--- src/rtl/ir_halfbit_frame_transmitter_macros.svh ---
// Assertion macros shared by the transmitter RTL files.
`ifndef IR_HALFBIT_FRAME_TRANSMITTER_MACROS_SVH
`define IR_HALFBIT_FRAME_TRANSMITTER_MACROS_SVH

// A property that is checked on every clock edge outside reset.
`define IRHFT_ASSERT(lbl, prop, msg) \
  lbl: assert property (@(posedge clk) disable iff (!rst_n) (prop)) else $error(msg);

// A condition in one cycle that implies a consequence in the next cycle.
`define IRHFT_ASSERT_NEXT(lbl, ante, cons, msg) \
  lbl: assert property (@(posedge clk) disable iff (!rst_n) (ante) |=> (cons)) else $error(msg);

`endif

--- src/rtl/irhft_pkg.sv ---
// Types, constants and helpers of the infrared half-bit frame transmitter.
`timescale 1ns / 1ps

package irhft_pkg;

  localparam int QUEUE_DEPTH = 4;
  localparam int IDX_W       = (QUEUE_DEPTH > 1) ? $clog2(QUEUE_DEPTH) : 1;
  localparam int COUNT_W     = $clog2(QUEUE_DEPTH + 1);
  localparam int QCOUNT_W    = 3;

  localparam int FRAME_W     = 48;
  localparam int EXT_BIT     = FRAME_W - 1;
  localparam int BITPOS_W    = 6;
  localparam int LEN_W       = 6;
  localparam int GAP_W       = 8;
  localparam int CFG_W       = 8;
  localparam int CFG_IDX_W   = 2;

  localparam logic [GAP_W-1:0] GAP_MAX             = 8'hFF;
  localparam logic [GAP_W-1:0] GAP_THRESHOLD_RST   = 8'd128;
  localparam logic [LEN_W-1:0] SHORT_LENGTH_RST    = 6'd29;
  localparam logic [LEN_W-1:0] EXTENDED_LENGTH_RST = 6'd45;
  localparam logic [LEN_W-1:0] LEN_MAX             = 6'd48;
  localparam logic [LEN_W-1:0] LEN_MIN             = 6'd1;

  typedef enum logic {
    OP_TICK    = 1'b0,
    OP_ENQUEUE = 1'b1
  } opcode_t;

  typedef enum logic [CFG_IDX_W-1:0] {
    CFG_GAP_THRESHOLD   = 2'd0,
    CFG_SHORT_LENGTH    = 2'd1,
    CFG_EXTENDED_LENGTH = 2'd2
  } cfg_reg_t;

  typedef struct packed {
    opcode_t              opcode;
    logic [FRAME_W-1:0]   frame_bits;
    logic                 hold_repeat;
  } in_item_t;

  typedef struct packed {
    logic                 ir_level;
    logic                 sending;
    logic                 held_start;
    logic                 put_accepted;
    logic [QCOUNT_W-1:0]  queue_count;
  } out_item_t;

  typedef struct packed {
    logic push;
    logic pop;
  } fifo_ctl_t;

  typedef struct packed {
    logic [COUNT_W-1:0] count;
    logic [COUNT_W-1:0] count_nxt;
    logic               full;
    logic               empty;
  } fifo_status_t;

  // A length of zero acts as one half-bit, anything above a full frame as a full frame.
  function automatic logic [LEN_W-1:0] eff_length(input logic [LEN_W-1:0] len);
    logic [LEN_W-1:0] res;
    if (len == '0) begin
      res = LEN_MIN;
    end else if (len > LEN_MAX) begin
      res = LEN_MAX;
    end else begin
      res = len;
    end
    return res;
  endfunction

endpackage

--- src/rtl/irhft_fifo.sv ---
// Frame queue: a small circular buffer of pre-encoded frames.
`timescale 1ns / 1ps
`include "ir_halfbit_frame_transmitter_macros.svh"

module irhft_fifo (
  input  logic                          clk,
  input  logic                          rst_n,
  input  irhft_pkg::fifo_ctl_t          ctl,
  input  logic [irhft_pkg::FRAME_W-1:0] wr_data,
  output logic [irhft_pkg::FRAME_W-1:0] head,
  output irhft_pkg::fifo_status_t       status
);

  logic [irhft_pkg::FRAME_W-1:0] store [irhft_pkg::QUEUE_DEPTH];

  logic [irhft_pkg::IDX_W-1:0]   wr_idx_r, wr_idx_nxt;
  logic [irhft_pkg::IDX_W-1:0]   rd_idx_r, rd_idx_nxt;
  logic [irhft_pkg::COUNT_W-1:0] count_r, count_nxt;

  localparam logic [irhft_pkg::IDX_W-1:0]   LAST_IDX =
    irhft_pkg::IDX_W'(irhft_pkg::QUEUE_DEPTH - 1);
  localparam logic [irhft_pkg::COUNT_W-1:0] FULL_COUNT =
    irhft_pkg::COUNT_W'(irhft_pkg::QUEUE_DEPTH);

  always_comb begin
    wr_idx_nxt = wr_idx_r;
    rd_idx_nxt = rd_idx_r;
    count_nxt  = count_r;
    if (ctl.push) begin
      wr_idx_nxt = (wr_idx_r == LAST_IDX) ? '0 : wr_idx_r + 1'b1;
      count_nxt  = count_r + 1'b1;
    end
    if (ctl.pop) begin
      rd_idx_nxt = (rd_idx_r == LAST_IDX) ? '0 : rd_idx_r + 1'b1;
      count_nxt  = count_r - 1'b1;
    end
  end

  always_ff @(posedge clk) begin
    if (!rst_n) begin
      wr_idx_r <= '0;
      rd_idx_r <= '0;
      count_r  <= '0;
    end else begin
      wr_idx_r <= wr_idx_nxt;
      rd_idx_r <= rd_idx_nxt;
      count_r  <= count_nxt;
    end
  end

  // Entries hold no reset value; the count keeps unwritten entries from being read.
  always_ff @(posedge clk) begin
    if (ctl.push) begin
      store[wr_idx_r] <= wr_data;
    end
  end

  assign head             = store[rd_idx_r];
  assign status.count     = count_r;
  assign status.count_nxt = count_nxt;
  assign status.full      = (count_r == FULL_COUNT);
  assign status.empty     = (count_r == '0);

  `IRHFT_ASSERT(a_count_bound, count_r <= FULL_COUNT, "frame queue count above depth")
  `IRHFT_ASSERT(a_no_push_full, !(ctl.push && (count_r == FULL_COUNT)), "push into full queue")
  `IRHFT_ASSERT(a_no_pop_empty, !(ctl.pop && (count_r == '0)), "pop from empty queue")

endmodule

--- src/rtl/ir_halfbit_frame_transmitter.sv ---
// Infrared half-bit frame transmitter top level.
`timescale 1ns / 1ps
`include "ir_halfbit_frame_transmitter_macros.svh"

// Each input transfer is either a timer tick or the enqueue of one six-byte
// pre-encoded frame. Every accepted transfer yields exactly one result, which
// appears in the output register on the following cycle, and a new transfer
// is accepted in every cycle: the throughput is one item per clock, and the
// only thing that holds the input is a result left waiting in the output
// register while the consumer stalls. On a tick the block starts a queued
// frame when it is idle and the gap counter exceeds gap_threshold, then drives
// one half-bit, LSB of byte 0 first; a frame lasts short_length half-bits, or
// extended_length when bit 47 is set. A frame started with hold_repeat set
// stays queued and raises held_start. Frames offered to a full queue are
// dropped with put_accepted low. Configuration writes take effect at once and
// should only be made while no result is outstanding.
module ir_halfbit_frame_transmitter (
  input  logic                            clk,
  input  logic                            rst_n,
  input  logic                            in_valid,
  output logic                            in_stall,
  input  irhft_pkg::in_item_t             in_data,
  output logic                            out_valid,
  input  logic                            out_stall,
  output irhft_pkg::out_item_t            out_data,
  input  logic                            cfg_we,
  input  logic [irhft_pkg::CFG_IDX_W-1:0] cfg_index,
  input  logic [irhft_pkg::CFG_W-1:0]     cfg_wdata
);

  // Configuration registers
  logic [irhft_pkg::GAP_W-1:0] gap_threshold_r;
  logic [irhft_pkg::LEN_W-1:0] short_length_r;
  logic [irhft_pkg::LEN_W-1:0] extended_length_r;

  // Transmit state
  logic [irhft_pkg::FRAME_W-1:0]  frame_r, frame_nxt;
  logic [irhft_pkg::BITPOS_W-1:0] bitpos_r, bitpos_nxt;
  logic [irhft_pkg::LEN_W-1:0]    hbcount_r, hbcount_nxt;
  logic                           ext_r, ext_nxt;
  logic                           active_r, active_nxt;
  logic [irhft_pkg::GAP_W-1:0]    gap_r, gap_nxt;

  logic                 out_valid_r, out_valid_nxt;
  irhft_pkg::out_item_t out_r, out_nxt;

  irhft_pkg::fifo_ctl_t          fifo_ctl;
  irhft_pkg::fifo_status_t       fifo_status;
  logic [irhft_pkg::FRAME_W-1:0] fifo_head;

  logic                           in_accept;
  logic                           start;
  logic [irhft_pkg::FRAME_W-1:0]  cur_frame;
  logic [irhft_pkg::BITPOS_W-1:0] cur_bitpos;
  logic [irhft_pkg::LEN_W-1:0]    cur_hbcount;
  logic [irhft_pkg::LEN_W-1:0]    hbcount_inc;
  logic                           cur_ext;
  logic                           cur_active;
  logic [irhft_pkg::LEN_W-1:0]    frame_len;
  logic                           level;

  assign in_stall  = out_valid_r & out_stall;
  assign in_accept = in_valid & ~in_stall;

  irhft_fifo u_fifo (
    .clk     (clk),
    .rst_n   (rst_n),
    .ctl     (fifo_ctl),
    .wr_data (in_data.frame_bits),
    .head    (fifo_head),
    .status  (fifo_status)
  );

  always_ff @(posedge clk) begin
    if (!rst_n) begin
      gap_threshold_r   <= irhft_pkg::GAP_THRESHOLD_RST;
      short_length_r    <= irhft_pkg::SHORT_LENGTH_RST;
      extended_length_r <= irhft_pkg::EXTENDED_LENGTH_RST;
    end else if (cfg_we) begin
      unique case (cfg_index)
        irhft_pkg::CFG_GAP_THRESHOLD:   gap_threshold_r   <= cfg_wdata;
        irhft_pkg::CFG_SHORT_LENGTH:    short_length_r    <= cfg_wdata[irhft_pkg::LEN_W-1:0];
        irhft_pkg::CFG_EXTENDED_LENGTH: extended_length_r <= cfg_wdata[irhft_pkg::LEN_W-1:0];
        default: ;
      endcase
    end
  end

  // A frame starting on this tick is driven from its first half-bit in the same tick.
  always_comb begin
    start = (in_data.opcode == irhft_pkg::OP_TICK) && !active_r &&
            !fifo_status.empty && (gap_r > gap_threshold_r);

    cur_frame   = start ? fifo_head : frame_r;
    cur_ext     = start ? fifo_head[irhft_pkg::EXT_BIT] : ext_r;
    cur_bitpos  = start ? '0 : bitpos_r;
    cur_hbcount = start ? '0 : hbcount_r;
    cur_active  = start | active_r;

    frame_len   = irhft_pkg::eff_length(cur_ext ? extended_length_r : short_length_r);
    hbcount_inc = cur_hbcount + irhft_pkg::LEN_W'(1);
    level       = (cur_bitpos < irhft_pkg::BITPOS_W'(irhft_pkg::FRAME_W)) ?
                  cur_frame[cur_bitpos] : 1'b0;
  end

  always_comb begin
    fifo_ctl.push = 1'b0;
    fifo_ctl.pop  = 1'b0;
    frame_nxt     = frame_r;
    bitpos_nxt    = bitpos_r;
    hbcount_nxt   = hbcount_r;
    ext_nxt       = ext_r;
    active_nxt    = active_r;
    gap_nxt       = gap_r;
    out_nxt       = out_r;

    if (in_accept) begin
      out_nxt.ir_level     = 1'b0;
      out_nxt.sending      = active_r;
      out_nxt.held_start   = 1'b0;
      out_nxt.put_accepted = 1'b0;

      unique case (in_data.opcode)
        irhft_pkg::OP_ENQUEUE: begin
          fifo_ctl.push        = !fifo_status.full;
          out_nxt.put_accepted = !fifo_status.full;
        end
        irhft_pkg::OP_TICK: begin
          fifo_ctl.pop       = start && !in_data.hold_repeat;
          out_nxt.held_start = start && in_data.hold_repeat;
          frame_nxt          = cur_frame;
          ext_nxt            = cur_ext;
          bitpos_nxt         = cur_bitpos;
          hbcount_nxt        = cur_hbcount;
          active_nxt         = cur_active;
          out_nxt.sending    = cur_active;
          if (cur_active) begin
            out_nxt.ir_level = level;
            bitpos_nxt       = cur_bitpos + irhft_pkg::BITPOS_W'(1);
            hbcount_nxt      = hbcount_inc;
            active_nxt       = !(hbcount_inc >= frame_len);
          end
          // Starting a frame clears the gap counter before this tick's increment.
          if (start) begin
            gap_nxt = irhft_pkg::GAP_W'(1);
          end else if (gap_r != irhft_pkg::GAP_MAX) begin
            gap_nxt = gap_r + irhft_pkg::GAP_W'(1);
          end
        end
        default: ;
      endcase

      out_nxt.queue_count = irhft_pkg::QCOUNT_W'(fifo_status.count_nxt);
    end
  end

  always_comb begin
    out_valid_nxt = out_valid_r;
    if (in_accept) begin
      out_valid_nxt = 1'b1;
    end else if (!out_stall) begin
      out_valid_nxt = 1'b0;
    end
  end

  always_ff @(posedge clk) begin
    if (!rst_n) begin
      frame_r     <= '0;
      bitpos_r    <= '0;
      hbcount_r   <= '0;
      ext_r       <= 1'b0;
      active_r    <= 1'b0;
      gap_r       <= '0;
      out_valid_r <= 1'b0;
    end else begin
      frame_r     <= frame_nxt;
      bitpos_r    <= bitpos_nxt;
      hbcount_r   <= hbcount_nxt;
      ext_r       <= ext_nxt;
      active_r    <= active_nxt;
      gap_r       <= gap_nxt;
      out_valid_r <= out_valid_nxt;
    end
  end

  always_ff @(posedge clk) begin
    out_r <= out_nxt;
  end

  assign out_valid = out_valid_r;
  assign out_data  = out_r;

  `IRHFT_ASSERT(a_held_implies_sending, !(out_valid_r && out_r.held_start) || out_r.sending, "held start without sending")
  `IRHFT_ASSERT(a_active_count_bound, !active_r || (hbcount_r < irhft_pkg::LEN_MAX), "half-bit count past frame end")
  `IRHFT_ASSERT_NEXT(a_start_clears_gap, in_accept && start, gap_r == irhft_pkg::GAP_W'(1), "gap counter not restarted")
  `IRHFT_ASSERT_NEXT(a_accept_gives_result, in_accept, out_valid_r, "accepted transfer produced no result")

endmodule

--- config.mk ---
export PLATFORM = sky130hd
export DESIGN_NAME = ir_halfbit_frame_transmitter
export DESIGN_NICKNAME = d
export VERILOG_FILES = /design/src/rtl/irhft_pkg.sv /design/src/rtl/irhft_fifo.sv /design/src/rtl/ir_halfbit_frame_transmitter.sv
export VERILOG_INCLUDE_DIRS = /design/src /design/src/rtl
export SDC_FILE = /design/constraint.sdc
export NUM_CORES = 1
export LEC_CHECK = 0
export ABC_AREA = 1
export BUFFER_PORTS_ARGS = -buffer_cell sky130_fd_sc_hd__buf_2
export CAP_MARGIN = 20
export CELL_PAD_IN_SITES_DETAIL_PLACEMENT = 0
export CELL_PAD_IN_SITES_GLOBAL_PLACEMENT = 1
export CORE_UTILIZATION = 35
export CTS_CLUSTER_SIZE = 12
export DETAILED_ROUTE_END_ITERATION = 8
export PLACE_DENSITY_LB_ADDON = 0.1
export SLEW_MARGIN = 20
export SYNTH_ARGS = -nofsm -noshare
export SYNTH_HDL_FRONTEND = slang
export SYNTH_SLANG_ARGS = --single-unit
--- constraint.sdc ---
create_clock -name clk -period 4.2 [get_ports clk]
set_input_delay 0.42 -clock clk [delete_from_list [all_inputs] [get_ports clk]]
set_output_delay 0.42 -clock clk [all_outputs]
set_load 0.02 [all_outputs]
==> out/qor.log <==
qor: clock_tree.clk-insertion-delay-late 530 ps
qor: floorplan.die_h 192 µm
qor: route.drt-pass1-iter-count 5
qor: status.status finished clean
qor: power_and_ir_drop.power.static_leakage 5.55 nW
qor: sta.timing_limited_maximum_frequency 273 MHz
qor: sta.fin_worst_skew 25.2 ps
qor: clock_tree.cts_tree yes
qor: sta.worst_slew_margin_rel 40.3%
qor: worst_hold_path.min_path_type input port to flip-flop
qor: sta.setup_violations 0
qor: route.dr.max_layer_used met4
qor: clock_tree.post_cts_resize_count 0
qor: synth.ys_warn_count 0
qor: synth.synth.distinct_cells 49
qor: route.drc_errors 0
qor: global_route.antenna_found_initial 0
qor: route.detailroute.via_count 8820
qor: layout.fillCellCount 3570
qor: clock_tree.post_cts_buffers 0
qor: clock_tree.level_count_of_the_clock_h_tree 2
qor: job.max_cap_viol_count 0
qor: layout.post_route_cells_drive_above_1_share 12.4%
qor: clock_tree.hold_buffers 0
qor: route.post_route_antenna_net_violation_count 0
qor: sta.timing_worst_slew_pin_value 895 ps
qor: layout.antenna_cells 0
qor: route.detailroute.wirelength.met3 1080 µm
qor: synth.synth-main-ff-cell edfxtp_1
qor: global_route.grt_pass1_wl 49100 µm
qor: sta.timing.final.crit_share 87.1%
qor: clock_tree.cts_buffers 34
qor: place.final_wtd_congestion 0.792
qor: layout.finalNonFillerCells 1793
qor: place.dpl.hpwl 18900 µm
qor: layout.multi_input_comb_area 3980 µm²
qor: sta.rsz0062_at_grt false
qor: place.place.detailed.instances 1731
qor: synth.asyncSetResetFlopFracSynth 0%
qor: route.met1Wirelength 14200 µm
qor: place.buffer_ports.inserted 73
qor: layout.syn_to_final_growth 15.1%
qor: floorplan.floorplan.core_area 35600 µm²
qor: clock_tree.clock_pin_slew_on_the_worst_setup_and_hold_paths 60 ps
qor: clock_tree.ctsRootBufferMaster clkbuf_16
qor: synth.yosysSeqAreaShare 63.1%
qor: layout.seq_area 7980 µm²
qor: synth.synth_cells 1247
qor: floorplan.floorplan.initialDensity 35.6%
qor: synth.count_of_flip_flops_with_a_built_in_enable_after_synthesis 199
qor: clock_tree.max-clock-path-buffers 3
qor: worst_setup_path.timing.setup.critical_path_class flip-flop to flip-flop
qor: synth.ys_ff_latch 299
qor: sta.final.setup.tns 0 ps
qor: global_route.gr-total-overflow 0
qor: global_route.grt_max_degree 88
qor: global_route.track_usage 17.3%
qor: power_and_ir_drop.cellPowerDensity 436 nW/µm²
qor: sta.final_max_slew_viol_count 0
qor: synth.synth_nets 1337
qor: worst_setup_path.worstPathRequired 4660 ps
qor: worst_setup_path.crit_arrival 4120 ps
qor: sta.final.min_clock_period 3660 ps
qor: synth.synth_area_per_cell 10.1 µm²
qor: sta.hold_violations 0
qor: layout.fin_util 40.9%
qor: route.wl_met2 14800 µm
qor: layout.finish.net_count 1396
qor: floorplan.num_io_pins 74
qor: route.route.final.wire_length 30800 µm
qor: floorplan.fp-row-count 69
qor: route.wl_per_cell 17.2 µm
qor: clock_tree.tritoncts_num_sinks 299
qor: worst_setup_path.worstSetupStartpointType flip-flop
qor: route.viasPerCell 4.92
qor: power_and_ir_drop.worst_ir_drop_vdd 0.374 mV
qor: worst_setup_path.endpoint_kind flip-flop
qor: sta.hold_slack 108 ps
qor: floorplan.design.die.area 36900 µm²
qor: route.detail_route.iter0.violations 416
qor: floorplan.dieWidth 192 µm
qor: global_route.first_global_vias 8754
qor: synth.mapped_area 12600 µm²
qor: worst_setup_path.worst-path-max-fanout 16
-- area by class of cell --
class	instances	area share [%]
flip-flops and latches	299	54.8
multi-input cells	770	27.3
clock buffers	53	6.83
well taps	461	3.96
repair buffers	90	3.56
inverters	111	2.88
clock inverters	9	0.644
-- critical path, cell delays in order, from the launching register on --
cell and delay (ps):
dfxtp_1 300, inv_1 50, ha_1 300, nand2_1 130
nor2_1 60, nor2_1 130, nand2_2 220, nand2_4 130
inv_4 100, o21ai_2 370, nand2_1 90, o21ai_1 170
nor2_1 100, nand2_1 120, nand2_1 70, ha_1 260
a21boi_0 120, o21a_1 170, o21a_1 160, o21ai_0 140
nand2_1 70, a21oi_1 140, o221a_2 190
-- placed cells by master (no fill, tap or decap), drive strengths merged, types with 3 or more instances in the layout --
master | Yosys | routed
a32o | 4 | 4
a21oi | 61 | 61
nand2 | 168 | 168
edfxtp | 199 | 199
dfxtp | 100 | 100
nand4 | 5 | 5
a311oi | 5 | 5
clkinv | 0 | 7
inv | 111 | 112
xor2 | 5 | 5
a211oi | 3 | 3
a31oi | 4 | 4
nor2 | 157 | 157
o21ai | 153 | 153
clkbuf | 43 | 53
o211ai | 11 | 11
o22ai | 44 | 44
ha | 25 | 25
o21a | 3 | 3
nor3 | 8 | 8
nand3 | 93 | 93
buf | 24 | 90
nand3b | 3 | 3
-- per-layer routing --
| metal | GRT usage [%] | vias to the layer above |
|---|---|---|
| met1 | 22.6 | 4171 |
| met4 | 4.94 | 0 |
| met5 | 0 | - |
| li1 | - | 4470 |
| met2 | 29.5 | 128 |
| met3 | 2.61 | 51 |
-- power by group --
part / internal [W] / switching (W) / leakage [nW]
logic: 0.0000832 / 0.000182 / 2.40
clock network: 0.00170 / 0.00116 / 0.529
registers: 0.00321 / 0.0000186 / 2.62
-- logic make-up after synthesis --
family	synth area share (%)
DFF	63.1
and+or+nand+nor	15.0
AOI/OAI and AO/OA	13.1
xor gates and xnor gates	0.485
muxes	0.158
buffers and inverters	5.74
adders and majority gates	2.47
-- sequential cells by signal (all words and copies together) (netlist names), 2 cells and up, named ones only --
register,count
out_data,7
u_fifo.rd_idx_r,2
short_length_r,6
gap_threshold_r,8
bitpos_r,6
hbcount_r,6
u_fifo.count_r,3
u_fifo.store,192
u_fifo.wr_idx_r,2
extended_length_r,6
gap_r,8
frame_r,48
-- worst paths after layout --
check | from | to | slack, ps | cells after the start
worst max-delay path | gap_threshold_r[7] | active_r | 540 | 22
worst min register to register | frame_r[20] | frame_r[20] | 440 | 2
worst max register to register | gap_threshold_r[7] | active_r | 540 | 22
worst min-delay path | in_data[1] | u_fifo.store[3][0] | 110 | 1
-- cells in the mapped netlist, types with 4 or more instances --
cell      count  share of area [%]
dfxtp_1     100                 16
nand2_1     163                4.8
edfxtp_1    199                 47
ha_1         25                2.5
buf_2        11               0.44
nor2_1      152                4.5
inv_1       104                3.1
nor3_1        8               0.32
o21ai_0     145                5.7
o211ai_1     11               0.65
inv_2         6               0.18
buf_1         6               0.18
o22ai_1      44                2.2
clkbuf_1     43                1.3
a21oi_1      60                2.4
buf_6         4               0.36
a32o_1        4               0.32
nand4_1       5               0.25
a311oi_1      5               0.35
nand3_1      93                3.7
o21ai_1       7               0.28
xor2_1        5               0.35
a31oi_1       4               0.20
-- metrics by stage --
stage | worst slack [ps] | power (W) | cell area (µm²)
final | 542 | 0.00635 | 14600
after global placement | 632 | 0.00356 | 13500
after detailed placement | 526 | 0.00356 | 13500
after global routing | 115 | 0.00659 | 14600
after floorplan | 701 | 0.00344 | 12600
after CTS | 492 | 0.00645 | 14600
Note: power is estimated with default switching activity, not from simulation.
